--- src/hw/rtl/hsra_pkg.sv ---
// Shared types and constants for the halo sub-block row address generator.
// No dependencies; every other file in hw/rtl uses this package.
package hsra_pkg;

    // Field widths
    localparam int CMD_W    = 1;
    localparam int ID_W     = 5;
    localparam int ROW_W    = 10;
    localparam int HALO_W   = 5;
    localparam int MID_W    = 11;
    localparam int VPP_W    = 5;
    localparam int OFF_W    = 35;
    localparam int LEN_W    = 15;
    localparam int STATUS_W = 2;

    // Axis values (lengths, starts, padded sizes) do not exceed 2*31 + 2047
    localparam int AX_W = MID_W + 2;
    // Product of two axis values plus one carry bit
    localparam int PW   = 2 * AX_W + 1;

    // Configuration port
    localparam int PADDR_W = 5;
    localparam int PDATA_W = 32;
    localparam logic [2:0] REG_HALO_WIDTH = 3'd0;
    localparam logic [2:0] REG_MID_LEN_X  = 3'd1;
    localparam logic [2:0] REG_MID_LEN_Y  = 3'd2;
    localparam logic [2:0] REG_MID_LEN_Z  = 3'd3;
    localparam logic [2:0] REG_VPP        = 3'd4;

    // Sub-block ids
    localparam logic [ID_W-1:0] CENTRE_ID = 5'd13;
    localparam logic [ID_W-1:0] NUM_SUB   = 5'd27;

    // Status codes
    localparam logic [STATUS_W-1:0] ST_OK     = 2'd0;
    localparam logic [STATUS_W-1:0] ST_CENTRE = 2'd1;
    localparam logic [STATUS_W-1:0] ST_RANGE  = 2'd2;

    // Command codes
    localparam logic [CMD_W-1:0] CMD_PACK   = 1'b0;
    localparam logic [CMD_W-1:0] CMD_UNPACK = 1'b1;

    typedef struct packed {
        logic [CMD_W-1:0] cmd;
        logic [ID_W-1:0]  sub_block;
        logic [ROW_W-1:0] row_y;
        logic [ROW_W-1:0] slab_z;
    } req_word_t;

    typedef struct packed {
        logic [OFF_W-1:0]    src_offset;
        logic [OFF_W-1:0]    dst_offset;
        logic [LEN_W-1:0]    row_len;
        logic [STATUS_W-1:0] status;
    } rsp_word_t;

    typedef struct packed {
        logic [HALO_W-1:0] halo_width;
        logic [MID_W-1:0]  mid_len_x;
        logic [MID_W-1:0]  mid_len_y;
        logic [MID_W-1:0]  mid_len_z;
        logic [VPP_W-1:0]  values_per_point;
    } cfg_t;

    // After decode: sub-block geometry
    typedef struct packed {
        logic [CMD_W-1:0]    cmd;
        logic [STATUS_W-1:0] status;
        logic                past_centre;
        logic [AX_W-1:0]     sx;
        logic [AX_W-1:0]     sy;
        logic [AX_W-1:0]     sz;
        logic [AX_W-1:0]     xlen;
        logic [AX_W-1:0]     ly;
        logic [AX_W-1:0]     lz;
        logic [AX_W-1:0]     px;
        logic [AX_W-1:0]     py;
        logic [ROW_W-1:0]    row_y;
        logic [ROW_W-1:0]    slab_z;
    } geo_t;

    // After first product stage
    typedef struct packed {
        logic [CMD_W-1:0]    cmd;
        logic [STATUS_W-1:0] status;
        logic                past_centre;
        logic [AX_W-1:0]     sx;
        logic [AX_W-1:0]     sz;
        logic [AX_W-1:0]     px;
        logic [AX_W-1:0]     lz;
        logic [AX_W-1:0]     xlen;
        logic [ROW_W-1:0]    row_y;
        logic [AX_W:0]       sy_y;
        logic [PW-1:0]       m_pyz;
        logic [PW-1:0]       m_pxy;
        logic [PW-1:0]       m_sypx;
        logic [PW-1:0]       m_lysx;
        logic [PW-1:0]       m_zly;
        logic [PW-1:0]       m_mxy;
        logic [LEN_W-1:0]    row_len;
    } prod_t;

    // After second product stage: terms per point, modulo the offset width
    typedef struct packed {
        logic [CMD_W-1:0]    cmd;
        logic [STATUS_W-1:0] status;
        logic [AX_W-1:0]     sx;
        logic [OFF_W-1:0]    f_row;
        logic [OFF_W-1:0]    b_slab;
        logic [OFF_W-1:0]    b_rowbase;
        logic [OFF_W-1:0]    b_row;
        logic [OFF_W-1:0]    b_centre;
        logic [LEN_W-1:0]    row_len;
    } term_t;

    // Offsets in points, before scaling by values per point
    typedef struct packed {
        logic [CMD_W-1:0]    cmd;
        logic [STATUS_W-1:0] status;
        logic [OFF_W-1:0]    flat_pt;
        logic [OFF_W-1:0]    buf_pt;
        logic [LEN_W-1:0]    row_len;
    } pt_t;

endpackage

--- src/hw/rtl/hsra_cfg.sv ---
// Configuration register file behind an APB-style port, with write saturation.
// Depends on hsra_pkg.
module hsra_cfg #(
    parameter int MAX_MID_LEN          = 1024,
    parameter int MAX_HALO             = 16,
    parameter int MAX_VALUES_PER_POINT = 16
) (
    input  logic                           clk,
    input  logic                           rst_n,
    input  logic                           psel,
    input  logic                           penable,
    input  logic                           pwrite,
    input  logic [hsra_pkg::PADDR_W-1:0]   paddr,
    input  logic [hsra_pkg::PDATA_W-1:0]   pwdata,
    output logic [hsra_pkg::PDATA_W-1:0]   prdata,
    output logic                           pready,
    output hsra_pkg::cfg_t                 cfg
);

    localparam int HW = hsra_pkg::HALO_W;
    localparam int MW = hsra_pkg::MID_W;
    localparam int VW = hsra_pkg::VPP_W;
    localparam int DW = hsra_pkg::PDATA_W;

    hsra_pkg::cfg_t cfg_reg;
    hsra_pkg::cfg_t cfg_next;
    logic [2:0]     reg_idx;
    logic           wr_en;
    logic [HW-1:0]  halo_sat;
    logic [MW-1:0]  mid_sat;
    logic [VW-1:0]  vpp_sat;

    assign reg_idx = paddr[4:2];
    assign wr_en   = psel && penable && pwrite;
    assign pready  = 1'b1;
    assign cfg     = cfg_reg;

    // Saturate written values to their bounds
    always_comb
    begin
        halo_sat = pwdata[HW-1:0];
        if ({{(DW-HW){1'b0}}, pwdata[HW-1:0]} > DW'(MAX_HALO))
        begin
            halo_sat = HW'(MAX_HALO);
        end
        mid_sat = pwdata[MW-1:0];
        if ({{(DW-MW){1'b0}}, pwdata[MW-1:0]} > DW'(MAX_MID_LEN))
        begin
            mid_sat = MW'(MAX_MID_LEN);
        end
        vpp_sat = pwdata[VW-1:0];
        if ({{(DW-VW){1'b0}}, pwdata[VW-1:0]} > DW'(MAX_VALUES_PER_POINT))
        begin
            vpp_sat = VW'(MAX_VALUES_PER_POINT);
        end
    end

    // Register write decode
    always_comb
    begin
        cfg_next = cfg_reg;
        if (wr_en)
        begin
            case (reg_idx)
                hsra_pkg::REG_HALO_WIDTH: cfg_next.halo_width       = halo_sat;
                hsra_pkg::REG_MID_LEN_X:  cfg_next.mid_len_x        = mid_sat;
                hsra_pkg::REG_MID_LEN_Y:  cfg_next.mid_len_y        = mid_sat;
                hsra_pkg::REG_MID_LEN_Z:  cfg_next.mid_len_z        = mid_sat;
                hsra_pkg::REG_VPP:        cfg_next.values_per_point = vpp_sat;
                default:                  cfg_next = cfg_reg;
            endcase
        end
    end

    always_ff @(posedge clk or negedge rst_n)
    begin
        if (!rst_n)
        begin
            cfg_reg.halo_width       <= HW'(1);
            cfg_reg.mid_len_x        <= MW'(1);
            cfg_reg.mid_len_y        <= MW'(1);
            cfg_reg.mid_len_z        <= MW'(1);
            cfg_reg.values_per_point <= VW'(1);
        end
        else
        begin
            cfg_reg <= cfg_next;
        end
    end

    // Read mux
    always_comb
    begin
        case (reg_idx)
            hsra_pkg::REG_HALO_WIDTH: prdata = DW'(cfg_reg.halo_width);
            hsra_pkg::REG_MID_LEN_X:  prdata = DW'(cfg_reg.mid_len_x);
            hsra_pkg::REG_MID_LEN_Y:  prdata = DW'(cfg_reg.mid_len_y);
            hsra_pkg::REG_MID_LEN_Z:  prdata = DW'(cfg_reg.mid_len_z);
            hsra_pkg::REG_VPP:        prdata = DW'(cfg_reg.values_per_point);
            default:                  prdata = '0;
        endcase
    end

endmodule

--- config.mk ---
export PLATFORM = sky130hd
export DESIGN_NAME = hsra_cfg
export DESIGN_NICKNAME = d
export VERILOG_FILES = /design/src/hw/rtl/hsra_pkg.sv /design/src/hw/rtl/hsra_cfg.sv
export SDC_FILE = /design/constraint.sdc
export NUM_CORES = 1
export LEC_CHECK = 0
export BUFFER_PORTS_ARGS = -buffer_cell sky130_fd_sc_hd__clkbuf_2
export CORE_AREA = 2 2 75 77
export DETAILED_ROUTE_END_ITERATION = 16
export DIE_AREA = 0 0 77 79
export PLACE_DENSITY = 0.9
export SYNTH_ARGS = -nofsm -noshare
export SYNTH_HDL_FRONTEND = slang
export SYNTH_SLANG_ARGS = --single-unit
--- constraint.sdc ---
create_clock -name clk -period 2.1 [get_ports clk]
set_input_delay 0.525 -clock clk [delete_from_list [all_inputs] [get_ports clk]]
set_output_delay 0.525 -clock clk [all_outputs]
set_load 0.02 [all_outputs]
* Word level (Yosys, flattened, before mapping)
Cells that the tools add are included.
** Cells by class
- Magnitude comparators :: 2
- Equal/unequal tests :: 4
- Multiplexer cells :: 3
- Reduce and logical (&&, ||, !) cells :: 8
** Operators with widths (number)
- $pmux W11 S5 :: 1
- $gt A11 B11 Y1 const B :: 1
- $mux W11 :: 1
- $reduce_and A2 Y1 :: 5
- $eq A3 B2 Y1 const B :: 2
- $gt A5 B5 Y1 const B :: 1
- $mux W5 :: 1
- $eq A3 B1 Y1 const B :: 1
- $eq A3 B3 Y1 const B :: 1
- $logic_not A3 Y1 :: 1
- $logic_and A1 B1 Y1 :: 2
** Storage, ports and cells
- Register bits after elaboration :: 43
- Input port bits :: 42
- Output and inout bits :: 76

* Logic depth before layout (Yosys ltp)
- Word-level depth :: 3
- Mapped depth :: 6
- Depth with buffers taken out :: 3

* Worst setup path after synthesis
No wires, ideal clock.
- Kind :: input to output
- Start :: input paddr[3] (netlist bit)
- End :: output prdata[1] (netlist bit)
- Arrival time :: 1.554 ns
- Data required time :: 1.575 ns
- Slack :: 0.021 ns
- Cell stages on the path :: 4
- Path through :: buf_6 > buf_2 > mux2_2 > a221o_1
** Between the ends
- Word-level cells in the longest chain between the ends :: 2
- Elaborated cells between the ends (all ways) :: 6
- Classes of those cells :: 4 x eq/ne; 1 x mux; 1 x reduce/logical
** Ends and longest elaborated chain
- from (decl) :: RTL line hsra_cfg.sv:13 : input logic [hsra_pkg::PADDR_W-1:0] paddr,
- $eq A3 B3 Y1 (tied with other cells) :: RTL line hsra_cfg.sv:94 : case (reg_idx)
- $pmux W11 S5 * :: RTL line hsra_cfg.sv:94
- to (decl) :: RTL line hsra_cfg.sv:15 : output logic [hsra_pkg::PDATA_W-1:0] prdata,
Every way passes the cells marked *; elsewhere a longest branch is shown, timed or not.

* Worst setup path after layout
- Start :: input paddr[3] (netlist bit)
- End :: output prdata[3] (netlist bit)
Same word-level chain as after synthesis.

==> qor.txt <==
Status = finished, final reports clean
Crit Path Max Fanout = 12
# diodes = 0
FILL cells = 474
Post-route setup TNS = 0 ns
CTS Buf Count = 5
Post-synth EDFFs = 0
Worst Max-Slew Pin Slew = 0.530 ns
Remaining global-route overflow = 0
Main flop type after synthesis = dfrtp_1
First-pass GRT wire length = 8.50 mm
Largest net degree at the start of global routing = 26
Top cell type's share of synthesized area = 41.3%
Setup violators final = 0
LEAKAGE = 1.51 nW
Largest register FFs = 43
Top delay family on crit path = multiplexers
Post-DR wirelength/cell = 15.5 um
Final Hold Viols = 0
Layout net count = 312
Reg clk slew, reported paths = 0.08 ns
Placer Congestion = 0.747
# hold bufs at CTS = 0
P per Cell Area = 761 nW/um2
All-Layer GR Usage = 17.9%
Clk Latency, worst-skew pair = 0.30 ns
Most area-hungry cell type in the Yosys netlist = dfrtp_1
# rows = 27
Synth Warn # = 0
Post-CTS Setup Bufs = 0
Worst path arrival time = 1.57 ns
Final worst slack = 0.00735 ns
Post-synthesis area per instance = 12.4 um2
Max stage delay on crit path = 0.35 ns
CTS tree = built
Worst path slowest cell = mux2_2
Area of the multi-input gates = 1070 um2
CP Launch Type = input port
Vias per cell = 4.91
I/O Pins = 118
Layout cells sized above 1 = 58.3%
CP Cell Sequence = clkbuf_8 > mux2_2 > a221o_1 > clkbuf_2
Core area = 5340 um2
Max Cap Viol = 0
Count leader, synth = mux2_2
Worst setup EP type = output pin
DR pass1 iterations = 4
Die W = 77 um
Detailed Place HPWL = 4.08 mm
Via total after detailed routing = 1683
Seq. cell area = 1080 um2
Place WS = -0.123 ns
Shortest period the worst path allows = 2.09 ns
Die H = 79 um
Synth cell types = 22
Clock root buffer = clkbuf_8
Syn Inst Count = 185
Vias in the first global route = 1700
Most instantiated cells after synthesis = 49 x mux2_2, 38 x dfrtp_1, 23 x buf_4
DRT iter0 DRCs = 78
Crit. path cell count = 4
Drc violations = 0
Initial Utilization = 43.1%
Sequential fraction of the synthesis area = 47.1%
FMAX = 478 MHz
Rel. slew slack = 64.7%
CP required = 1.57 ns
Htree depth = 2
Total wire length = 5.31 mm
Die area = 6080 um2
Maximum VDD drop = 0.000522 V
Asr flop ratio synth = 100%
Min-delay worst type = in2async
Cell area after synthesis = 2300 um2
Final Max Slew Viols = 0
Critical setup path kind = in2out
#FFs+latches synth = 43
Post-route ant nets = 0
Clk_skew = 0 ns
Final worst-path cycle share = 99.7%
I/O Buffers = 72
P&R area growth vs syn = 24.4%
Clk buf depth = 2
CP bufs+invs = 2
Final hold slack = 0.192 ns
Synth top area cells = dfrtp_1 41%, mux2_2 24%, buf_4 7.5%
Path depth of the worst reg2reg path = 1
Antenna violations before repair = 0
Sink Count = 43
per-stage QoR:
stage / power [W] / instance area (um2) / util (%) / std cells
after floorplan: 0.00147 / 2370 / - / 205
after global placement: 0.00167 / 2760 / 51.6 / 335
after detailed placement: 0.00169 / 2760 / 51.6 / 335
after CTS: 0.00219 / 2850 / 53.4 / 343
after global routing: 0.00229 / 2860 / 53.6 / 343
final: 0.00218 / 2860 / 53.6 / 343
routing by layer:
metal  track usage [%]  vias up  wire [um]
met3              3.07        7        242
li1                  -      770          -
met2              31.1       54       2720
met1              22.6      852       2290
met4              6.61        0         70
met5                 0        -          0
power by group:
group          switching, W  total (W)  internal, W
sequential        0.0000873    0.00104     0.000948
combinational      0.000371   0.000634     0.000264
clock              0.000274   0.000506     0.000232
worst paths after layout:
kind | from | to | slack [ns]
setup reg to reg | cfg[30]$_DFFE_PN0P_ | cfg[30]$_DFFE_PN0P_ | 1.31
hold / removal | rst_n | cfg[21]$_DFFE_PN0P_ | 0.19
setup / recovery | paddr[3] | prdata[3] | 0.007
min in group clk | cfg[2]$_DFFE_PN0P_ | cfg[2]$_DFFE_PN0P_ | 0.54
hold reg to reg | cfg[2]$_DFFE_PN0P_ | cfg[2]$_DFFE_PN0P_ | 0.54
max in group asynchronous | rst_n | cfg[38]$_DFFE_PN1P_ | 1.32
placed cells by master, fill, tap and decap left out:
master	Yosys	layout
a22oi_1	6	6
clkbuf_1	2	1
mux2i_1	5	5
clkinvlp_4	0	1
nand2b_4	0	1
clkbuf_4	0	1
buf_2	4	1
nand4b_1	1	1
or2_1	2	2
o2bb2ai_1	1	1
nor2b_1	16	16
dfstp_2	5	5
dfrtp_1	38	38
buf_12	0	2
a21o_1	1	1
clkbuf_8	0	6
nand4_1	1	1
clkinv_2	0	1
a221o_1	4	4
conb_1	2	22
mux2_2	49	49
buf_4	23	16
nor3b_2	0	1
mux2_4	5	5
nand2_1	1	1
nor2_1	14	14
clkbuf_2	0	69
what timing repair did:
item | 4_1_cts | 5_1_grt
cloned | 0 | 0
setup endpoints to repair | 10 | 1
resized for setup | 3 | 2
cell families after synthesis:
kind of cell | synth area share [%]
mux | 29.4
flops | 47.1
other cells | 0.327
simple gates | 8.60
buf+inv | 10.2
compound gates | 4.41
layout make-up:
cell class,count,area share [%]
Clock buffer,6,2.54
Clock inverter,2,0.437
Multi-Input combinational cell,130,37.4
Sequential cell,43,37.8
Tap cell,72,3.15
Timing Repair Buffer,90,18.6
No activity file was read; power rests on OpenSTA's default activity.
