$ cat src/hw/rtl/hsra_pkg.sv
// Shared types and constants for the halo sub-block row address generator.
// No dependencies; every other file in hw/rtl uses this package.
package hsra_pkg;

    // Field widths
    localparam int CMD_W    = 1;
    localparam int ID_W     = 5;
    localparam int ROW_W    = 10;
    localparam int HALO_W   = 5;
    localparam int MID_W    = 11;
    localparam int VPP_W    = 5;
    localparam int OFF_W    = 35;
    localparam int LEN_W    = 15;
    localparam int STATUS_W = 2;

    // Axis values (lengths, starts, padded sizes) do not exceed 2*31 + 2047
    localparam int AX_W = MID_W + 2;
    // Product of two axis values plus one carry bit
    localparam int PW   = 2 * AX_W + 1;

    // Configuration port
    localparam int PADDR_W = 5;
    localparam int PDATA_W = 32;
    localparam logic [2:0] REG_HALO_WIDTH = 3'd0;
    localparam logic [2:0] REG_MID_LEN_X  = 3'd1;
    localparam logic [2:0] REG_MID_LEN_Y  = 3'd2;
    localparam logic [2:0] REG_MID_LEN_Z  = 3'd3;
    localparam logic [2:0] REG_VPP        = 3'd4;

    // Sub-block ids
    localparam logic [ID_W-1:0] CENTRE_ID = 5'd13;
    localparam logic [ID_W-1:0] NUM_SUB   = 5'd27;

    // Status codes
    localparam logic [STATUS_W-1:0] ST_OK     = 2'd0;
    localparam logic [STATUS_W-1:0] ST_CENTRE = 2'd1;
    localparam logic [STATUS_W-1:0] ST_RANGE  = 2'd2;

    // Command codes
    localparam logic [CMD_W-1:0] CMD_PACK   = 1'b0;
    localparam logic [CMD_W-1:0] CMD_UNPACK = 1'b1;

    typedef struct packed {
        logic [CMD_W-1:0] cmd;
        logic [ID_W-1:0]  sub_block;
        logic [ROW_W-1:0] row_y;
        logic [ROW_W-1:0] slab_z;
    } req_word_t;

    typedef struct packed {
        logic [OFF_W-1:0]    src_offset;
        logic [OFF_W-1:0]    dst_offset;
        logic [LEN_W-1:0]    row_len;
        logic [STATUS_W-1:0] status;
    } rsp_word_t;

    typedef struct packed {
        logic [HALO_W-1:0] halo_width;
        logic [MID_W-1:0]  mid_len_x;
        logic [MID_W-1:0]  mid_len_y;
        logic [MID_W-1:0]  mid_len_z;
        logic [VPP_W-1:0]  values_per_point;
    } cfg_t;

    // After decode: sub-block geometry
    typedef struct packed {
        logic [CMD_W-1:0]    cmd;
        logic [STATUS_W-1:0] status;
        logic                past_centre;
        logic [AX_W-1:0]     sx;
        logic [AX_W-1:0]     sy;
        logic [AX_W-1:0]     sz;
        logic [AX_W-1:0]     xlen;
        logic [AX_W-1:0]     ly;
        logic [AX_W-1:0]     lz;
        logic [AX_W-1:0]     px;
        logic [AX_W-1:0]     py;
        logic [ROW_W-1:0]    row_y;
        logic [ROW_W-1:0]    slab_z;
    } geo_t;

    // After first product stage
    typedef struct packed {
        logic [CMD_W-1:0]    cmd;
        logic [STATUS_W-1:0] status;
        logic                past_centre;
        logic [AX_W-1:0]     sx;
        logic [AX_W-1:0]     sz;
        logic [AX_W-1:0]     px;
        logic [AX_W-1:0]     lz;
        logic [AX_W-1:0]     xlen;
        logic [ROW_W-1:0]    row_y;
        logic [AX_W:0]       sy_y;
        logic [PW-1:0]       m_pyz;
        logic [PW-1:0]       m_pxy;
        logic [PW-1:0]       m_sypx;
        logic [PW-1:0]       m_lysx;
        logic [PW-1:0]       m_zly;
        logic [PW-1:0]       m_mxy;
        logic [LEN_W-1:0]    row_len;
    } prod_t;

    // After second product stage: terms per point, modulo the offset width
    typedef struct packed {
        logic [CMD_W-1:0]    cmd;
        logic [STATUS_W-1:0] status;
        logic [AX_W-1:0]     sx;
        logic [OFF_W-1:0]    f_row;
        logic [OFF_W-1:0]    b_slab;
        logic [OFF_W-1:0]    b_rowbase;
        logic [OFF_W-1:0]    b_row;
        logic [OFF_W-1:0]    b_centre;
        logic [LEN_W-1:0]    row_len;
    } term_t;

    // Offsets in points, before scaling by values per point
    typedef struct packed {
        logic [CMD_W-1:0]    cmd;
        logic [STATUS_W-1:0] status;
        logic [OFF_W-1:0]    flat_pt;
        logic [OFF_W-1:0]    buf_pt;
        logic [LEN_W-1:0]    row_len;
    } pt_t;

endpackage

$ cat src/hw/rtl/hsra_decode.sv
// Input register and sub-block decode stage: coordinates, axis lengths and
// starts, padded sizes and status. Depends on hsra_pkg.
module hsra_decode (
    input  logic                clk,
    input  logic                rst_n,
    input  hsra_pkg::cfg_t      cfg,
    input  logic                in_valid,
    input  hsra_pkg::req_word_t in_word,
    output logic                in_ready,
    output logic                out_valid,
    output hsra_pkg::geo_t      out_geo,
    input  logic                out_ready
);

    localparam int AW = hsra_pkg::AX_W;
    localparam int IW = hsra_pkg::ID_W;
    localparam int RW = hsra_pkg::ROW_W;

    hsra_pkg::req_word_t req_reg;
    logic                req_v_reg;
    hsra_pkg::geo_t      geo_reg;
    hsra_pkg::geo_t      geo_next;
    logic                geo_v_reg;
    logic                en_req;
    logic                en_geo;

    logic [IW-1:0] id;
    logic [IW-1:0] r9;
    logic [IW-1:0] r3;
    logic [1:0]    cx;
    logic [1:0]    cy;
    logic [1:0]    cz;
    logic [AW-1:0] hx;
    logic [AW-1:0] mx;
    logic [AW-1:0] my;
    logic [AW-1:0] mz;

    // Edge parts hold the halo, the middle part the mid length
    function automatic logic [AW-1:0] axis_len(input logic [1:0] c,
                                               input logic [AW-1:0] h,
                                               input logic [AW-1:0] mid);
        axis_len = (c == 2'd1) ? mid : h;
    endfunction

    // Start of a part along an axis; also the summed length of the parts below it
    function automatic logic [AW-1:0] axis_start(input logic [1:0] c,
                                                 input logic [AW-1:0] h,
                                                 input logic [AW-1:0] mid);
        case (c)
            2'd0:    axis_start = '0;
            2'd1:    axis_start = h;
            default: axis_start = h + mid;
        endcase
    endfunction

    assign en_geo   = !geo_v_reg || out_ready;
    assign en_req   = !req_v_reg || en_geo;
    assign in_ready = en_req;

    // Input register
    always_ff @(posedge clk or negedge rst_n)
    begin
        if (!rst_n)
        begin
            req_v_reg <= 1'b0;
        end
        else if (en_req)
        begin
            req_v_reg <= in_valid;
        end
    end

    always_ff @(posedge clk)
    begin
        if (en_req)
        begin
            req_reg <= in_word;
        end
    end

    // Split id into x + 3y + 9z
    assign id = req_reg.sub_block;
    always_comb
    begin
        if (id >= IW'(18))
        begin
            cz = 2'd2;
            r9 = id - IW'(18);
        end
        else if (id >= IW'(9))
        begin
            cz = 2'd1;
            r9 = id - IW'(9);
        end
        else
        begin
            cz = 2'd0;
            r9 = id;
        end
        if (r9 >= IW'(6))
        begin
            cy = 2'd2;
            r3 = r9 - IW'(6);
        end
        else if (r9 >= IW'(3))
        begin
            cy = 2'd1;
            r3 = r9 - IW'(3);
        end
        else
        begin
            cy = 2'd0;
            r3 = r9;
        end
        cx = r3[1:0];
    end

    assign hx = AW'(cfg.halo_width);
    assign mx = AW'(cfg.mid_len_x);
    assign my = AW'(cfg.mid_len_y);
    assign mz = AW'(cfg.mid_len_z);

    // Geometry and status
    always_comb
    begin
        geo_next.cmd         = req_reg.cmd;
        geo_next.past_centre = id > hsra_pkg::CENTRE_ID;
        geo_next.sx          = axis_start(cx, hx, mx);
        geo_next.sy          = axis_start(cy, hx, my);
        geo_next.sz          = axis_start(cz, hx, mz);
        geo_next.xlen        = axis_len(cx, hx, mx);
        geo_next.ly          = axis_len(cy, hx, my);
        geo_next.lz          = axis_len(cz, hx, mz);
        geo_next.px          = (hx << 1) + mx;
        geo_next.py          = (hx << 1) + my;
        geo_next.row_y       = req_reg.row_y;
        geo_next.slab_z      = req_reg.slab_z;
        if (id == hsra_pkg::CENTRE_ID)
        begin
            geo_next.status = hsra_pkg::ST_CENTRE;
        end
        else if (id >= hsra_pkg::NUM_SUB)
        begin
            geo_next.status = hsra_pkg::ST_RANGE;
        end
        else if (({{(AW-RW){1'b0}}, req_reg.row_y} >= geo_next.ly) ||
                 ({{(AW-RW){1'b0}}, req_reg.slab_z} >= geo_next.lz))
        begin
            geo_next.status = hsra_pkg::ST_RANGE;
        end
        else
        begin
            geo_next.status = hsra_pkg::ST_OK;
        end
    end

    always_ff @(posedge clk or negedge rst_n)
    begin
        if (!rst_n)
        begin
            geo_v_reg <= 1'b0;
        end
        else if (en_geo)
        begin
            geo_v_reg <= req_v_reg;
        end
    end

    always_ff @(posedge clk)
    begin
        if (en_geo)
        begin
            geo_reg <= geo_next;
        end
    end

    assign out_valid = geo_v_reg;
    assign out_geo   = geo_reg;

endmodule

$ cat config.mk
export PLATFORM = sky130hd
export DESIGN_NAME = hsra_decode
export DESIGN_NICKNAME = d
export VERILOG_FILES = /design/src/hw/rtl/hsra_pkg.sv /design/src/hw/rtl/hsra_decode.sv
export SDC_FILE = /design/constraint.sdc
export NUM_CORES = 1
export LEC_CHECK = 0
export BUFFER_PORTS_ARGS = -buffer_cell sky130_fd_sc_hd__buf_2
export CORE_ASPECT_RATIO = 1.75
export CORE_UTILIZATION = 40
export DETAILED_ROUTE_END_ITERATION = 8
export HOLD_SLACK_MARGIN = 0.08
export PLACE_DENSITY = 0.76
export RECOVER_POWER = 100
export SYNTH_ARGS = -nofsm -noshare
export SYNTH_HDL_FRONTEND = slang
export SYNTH_SLANG_ARGS = --single-unit
$ cat constraint.sdc
create_clock -name clk -period 5.4 [get_ports clk]
set_input_delay 0 -clock clk [delete_from_list [all_inputs] [get_ports clk]]
set_output_delay 0 -clock clk [all_outputs]
set_load 0.02 [all_outputs]
# Yosys cells after proc, flatten, opt, wreduce, memory -nomap -nowiden
# Index checks and enable logic that the tools add are counted.
[totals]
ff_bits = 156
output_inout_bits = 130
word_cells = 65
[op_classes]
add_sub_neg = 9
magnitude_cmp = 8
n_eq_ne = 4
n_mux = 16
reduce_logical = 8
[op_table]
columns = ["operator", "n"]
rows = [
  ["12-bit case mux with 2 select lines", 3],
  ["5-bit by 11-bit adder with 12-bit output", 3],
  ["6-bit by 11-bit adder with 12-bit output", 2],
  ["10-bit by 11-bit greater-or-equal comparator with 1-bit output", 2],
  ["11-bit 2-to-1 mux", 2],
  ["5-bit 2-to-1 mux", 3],
  ["2-bit 2-to-1 mux", 6],
  ["5-bit greater-or-equal comparator, second input constant", 2],
  ["2-bit by 1-bit equality test with 1-bit output, second input constant", 3],
  ["2-bit logical NOT", 3],
  ["5-bit by 4-bit equality test with 1-bit output, second input constant", 1],
  ["5-bit by 2-bit greater-or-equal comparator with 1-bit output, second input constant", 1],
  ["5-bit by 3-bit greater-or-equal comparator with 1-bit output, second input constant", 1],
  ["5-bit by 4-bit greater-or-equal comparator with 1-bit output, second input constant", 1],
  ["5-bit by 4-bit greater-than comparator with 1-bit output, second input constant", 1],
  ["5-bit by 4-bit subtractor with 5-bit output, second input constant", 1],
  ["5-bit subtractor, second input constant", 1],
  ["2-bit subtractor, second input constant", 2],
  ["1-bit logical OR", 3],
  ["1-bit logical NOT", 2],
  ["1-bit 2-to-1 mux", 2],
]

# Logic depth before layout (Yosys ltp)
[depth]
ltp_word = 12
mapped_depth = 22
depth_no_buf = 20

# Worst setup path before layout
# Ideal clock, no wire load.
[synth_path]
kind = "register -> register"
startpoint = "register req_reg, in the netlist id[2]"
endpoint = "register geo_reg, in the netlist out_geo[126], data pin"
arrival_time_ns = 3.975
slack_ns = 1.155
stages_incl_launch_ff = 23
path_buffers = 3
synth_period_minus_slack_ns = 4.245
cell_sequence = "edfxtp_1 -> buf_2 -> inv_1 -> ha_1 -> nand2b_1 -> o21ai_2 -> o21ai_2 -> xnor2_1 -> inv_2 -> ha_1 -> or2_4 -> a21oi_1 -> nor2b_1 -> buf_2 -> buf_6 -> mux2i_1 -> ha_1 -> a21o_1 -> a2111oi_0 -> o21ai_0 -> a31o_2 -> a21oi_1 -> o311ai_1"
[synth_via]
elab_chain_len = 12
elab_cells_between_ends = 23
classes_between = "add/sub: 2; order compare: 7; eq/ne: 3; mux: 10; reduce/logical: 1"
[synth_rtl]
columns = ["item", "line", "rtl"]
rows = [
  ["start, declared", "hsra_decode.sv:19", "hsra_pkg::req_word_t req_reg;"],
  ["start signal, assigned", "hsra_decode.sv:77", "req_reg <= in_word;"],
  ["5-bit by 4-bit subtractor with 5-bit output or 5-bit by 4-bit greater-or-equal comparator with 1-bit output (tied branches)", "hsra_decode.sv:93, hsra_decode.sv:90", ""],
  ["5-bit 2-to-1 mux", "hsra_decode.sv:90", "else if (id >= IW'(9))"],
  ["5-bit 2-to-1 mux", "hsra_decode.sv:85", "if (id >= IW'(18))"],
  ["5-bit by 2-bit greater-or-equal comparator with 1-bit output", "hsra_decode.sv:105", "else if (r9 >= IW'(3))"],
  ["1-bit 2-to-1 mux", "hsra_decode.sv:105", ""],
  ["2-bit 2-to-1 mux", "hsra_decode.sv:100", "if (r9 >= IW'(6))"],
  ["2-bit by 1-bit equality test with 1-bit output", "hsra_decode.sv:42", "axis_len = (c == 2'd1) ? mid : h;"],
  ["11-bit 2-to-1 mux", "hsra_decode.sv:42", ""],
  ["10-bit by 11-bit greater-or-equal comparator with 1-bit output", "hsra_decode.sv:146", "else if (({{(AW-RW){1'b0}}, req_reg.row_y} >= geo_next.ly) ||"],
  ["1-bit logical OR", "hsra_decode.sv:146", ""],
  ["2-bit 2-to-1 mux", "hsra_decode.sv:146", ""],
  ["2-bit 2-to-1 mux", "hsra_decode.sv:142", "else if (id >= hsra_pkg::NUM_SUB)"],
  ["end signal, assigned", "hsra_decode.sv:173", "geo_reg <= geo_next;"],
  ["end, declared", "hsra_decode.sv:21", "hsra_pkg::geo_t geo_reg;"],
]
# Several ways; a longest one is shown, not always the timed one.
# A chain may end at the register's enable or synchronous reset.

==> impl_metrics.yaml <==
floorplanning:
  fp.coreArea_um2: 18000
  rows: 65
  die_h_um: 181
  die_area_um2: 18900
  pin_count: 203
  start_util: 0.407
  die_x_um: 104
critical_path:
  cp.required_ps: 5530
  critical_path_class: "reg2reg"
  reg2regPathDepth: 13
  path_buf_inv: 3
  critPathMaxFanout: 10
  crit_path_cell_trace: "inv_1, ha_1, nand2b_1, o21ai_2, o21ai_0, xnor2_1, inv_1, ha_1, or2_4, nor3b_1, a211oi_1, buf_4, o22ai_1"
  slowest_stage: "a211oi_1"
  r2r-start: "id[1]"
  cp-start-kind: "register"
  cp-endpoint: "out_geo[111]"
  worst-path-stages: 13
  crit_family: "compound AO/OA/AOI/OAI gates"
  cp-startpoint: "id[1]"
  worstReg2RegEnd: "out_geo[111]"
  cp-end-kind: "register"
  worst_ep_arrival_time_ps: 4910
  ff2ff_setup_slack_ps: 620
  max_stage_delay_ps: 1460
sta:
  worst_slew_pin_slew_ps: 2450
  fin_crit_sh: 0.885
  skew_ps: 6.45
  hold_viol: 0
  setup_viol: 0
  fmax_mhz: 209
  slew_viol_final: 132
  slew_headroom: -0.632
  fin_crit_ps: 4780
  setup_tns_ps: 0
  rsz0062_at_grt: "false"
drt:
  dr.pass1.iters: 6
  drc: 0
  wl_per_cell_um: 16.1
  via_per_inst: 4.91
  first_iter_violations: 192
  vias: 5291
  ant_nets: 0
  wl_um: 17400
yosys:
  synthDistinctLibCells: 63
  synth_warnings: 0
  yosys_register_bits: 145
  synth_top_family_by_area: "adder cells"
  synthCells: 570
  syn_avg_cell_area_um2: 12.8
  synth-compound-area-share: 0.0941
  synth-async-reset-ratio: 0.0138
  netlist_area_um2: 7320
  yosysTopAreaCellShare: 0.586
  synth_edf_count: 143
  synth-xor-area-share: 0.0443
  synth.largest_area_cell: "edfxtp_1"
  synth-simple-area-share: 0.0952
  synth_area_leaders: "edfxtp_1, ha_1, xnor2_1, inv_1, xor2_1"
  synth_ff_type: "edfxtp_1"
  synth_most_common_cell: "edfxtp_1"
  synth_commonest_cells: "edfxtp_1, ha_1, inv_1"
  synthMuxAreaShare: 0.0202
  synth_adder_area_share: 0.106
  yosysSeqAreaShare: 0.593
global_route:
  grt_pass1_wl_um: 27300
  globalRouteOverflowTotal: 0
  grt_pass1_vias: 5277
  grt_max_degree: 70
  grt_usage: 0.190
  antenna_found_initial: 0
power:
  netSwitchingFraction: 0.298
  power_per_cell_area_nw_per_um2: 362
  p_int_mw: 2.43
  peakVddDrop_uv: 184
  clockPowerShare: 0.348
  p_sw_mw: 1.03
  p_comb_frac: 0.224
  p_leak_nw: 3.90
  seqPwrFrac: 0.428
clocking:
  cts_tree: "built"
  cts_buffers: 17
  cts_resized: 0
  htreeDepth: 4
  clkSlewWorstSetupHoldPaths_ps: 60
  post_cts_buffers: 0
  ctsHoldBuffers: 65
  clockBufferDepth: 2
  numClockSinks: 145
  insertion_delay_ps: 420
  root_buffer: "clkbuf_16"
place:
  port_buffers: 186
  routabilityCongestion: 0.860
  dp_hpwl_um: 12300
final_layout:
  post-route-util: 0.531
  fill_cells: 1583
  diodes: 0
  regArea_um2: 4340
  final_layout_size_suffix_gt1_frac: 0.129
  largest_reg_flops: 117
  area_delta_synth_final_pct: 30.4
  multi_input_area_um2: 2660
  finalNetCount: 963
outcome:
  status: "finished, violations left"
  violations: "max-capacitance violations, max-slew violations"
run:
  cap_violations: 3
min_path:
  hp-class: "in2reg"
-- power groups by stage --
stage / logic, mW / clock network (mW) / registers (mW)
finish: 0.774 / 1.20 / 1.48
global route: 0.843 / 1.26 / 1.49
CTS: 0.819 / 1.22 / 1.47
detailed placement: 0.779 / 0 / 1.50
global placement: 0.763 / 0 / 1.49
floorplan: 0.367 / 0 / 1.66
-- cell usage in the layout, fill, tap and decap left out, types with 5 or more instances in the layout --
master / netlist / routed
o22ai_1: 5 / 5
nand2_1: 38 / 38
mux2i_1: 8 / 8
nand3_1: 10 / 10
o21ai_0: 29 / 30
nor2_1: 31 / 31
edfxtp_1: 143 / 143
clkbuf_1: 5 / 127
a21o_1: 13 / 13
clkbuf_16: 0 / 17
o21a_1: 5 / 5
and2_0: 0 / 5
nand2b_1: 9 / 9
nor2b_1: 16 / 15
conb_1: 1 / 11
inv_6: 0 / 5
dlygate4sd3_1: 0 / 65
a21oi_1: 24 / 24
xor2_1: 17 / 17
fa_1: 5 / 5
ha_1: 54 / 54
buf_2: 6 / 62
or3_1: 5 / 5
xnor2_1: 20 / 20
inv_1: 46 / 47
-- how the worst min path moves through the flow --
stage	startpoint	end	cells after the start
3_3_place_gp	rst_n	out_valid	1
3_5_place_dp	rst_n	out_valid	1
4_1_cts	cfg[41]	out_geo[88]	3
2_1_floorplan	rst_n	out_valid	0
5_1_grt	cfg[38]	out_geo[72]	2
6_report	cfg[42]	out_geo[89]	3
-- cell families after synthesis --
family	Yosys count
XOR/XNOR	37
flip-flops	145
other	1
adder cells (fa/ha/maj)	59
multiplexers	14
buffers and inverters	74
AO/OA/AOI/OAI	104
AND/OR/NAND/NOR	136
-- final cells by class --
type                       instances  share of cell area
clock inverter                    15              0.0190
inverter                          47              0.0185
clock buffer                      17              0.0445
sequential                       145               0.455
multi-input combinational        361               0.278
timing repair buffer             259               0.154
tap                              234              0.0307
-- metrics by stage --
stage	power [mW]	setup slack, ps	hold WS (ps)	area [um^2]	instances
after CTS	3.52	650	81.8	9750	1078
after floorplan	2.02	1160	-296	7360	580
after detailed placement	2.28	651	-214	8490	981
after global routing	3.60	239	105	9550	1078
final	3.46	619	95.3	9550	1078
after global placement	2.26	831	-214	8490	981
-- routing by layer --
layer	wire length, um	track usage	up-vias
li1	-	-	2559
met1	6430	0.197	2523
met2	9630	0.360	161
met3	559	0.0296	48
met4	753	0.101	0
met5	0	0	-
-- tightest hold or removal path, stage by stage --
cell,delay [ps]
buf_2,250
nand2_1,70
o21ai_0,70
Note: power is estimated with default switching activity, not from simulation.
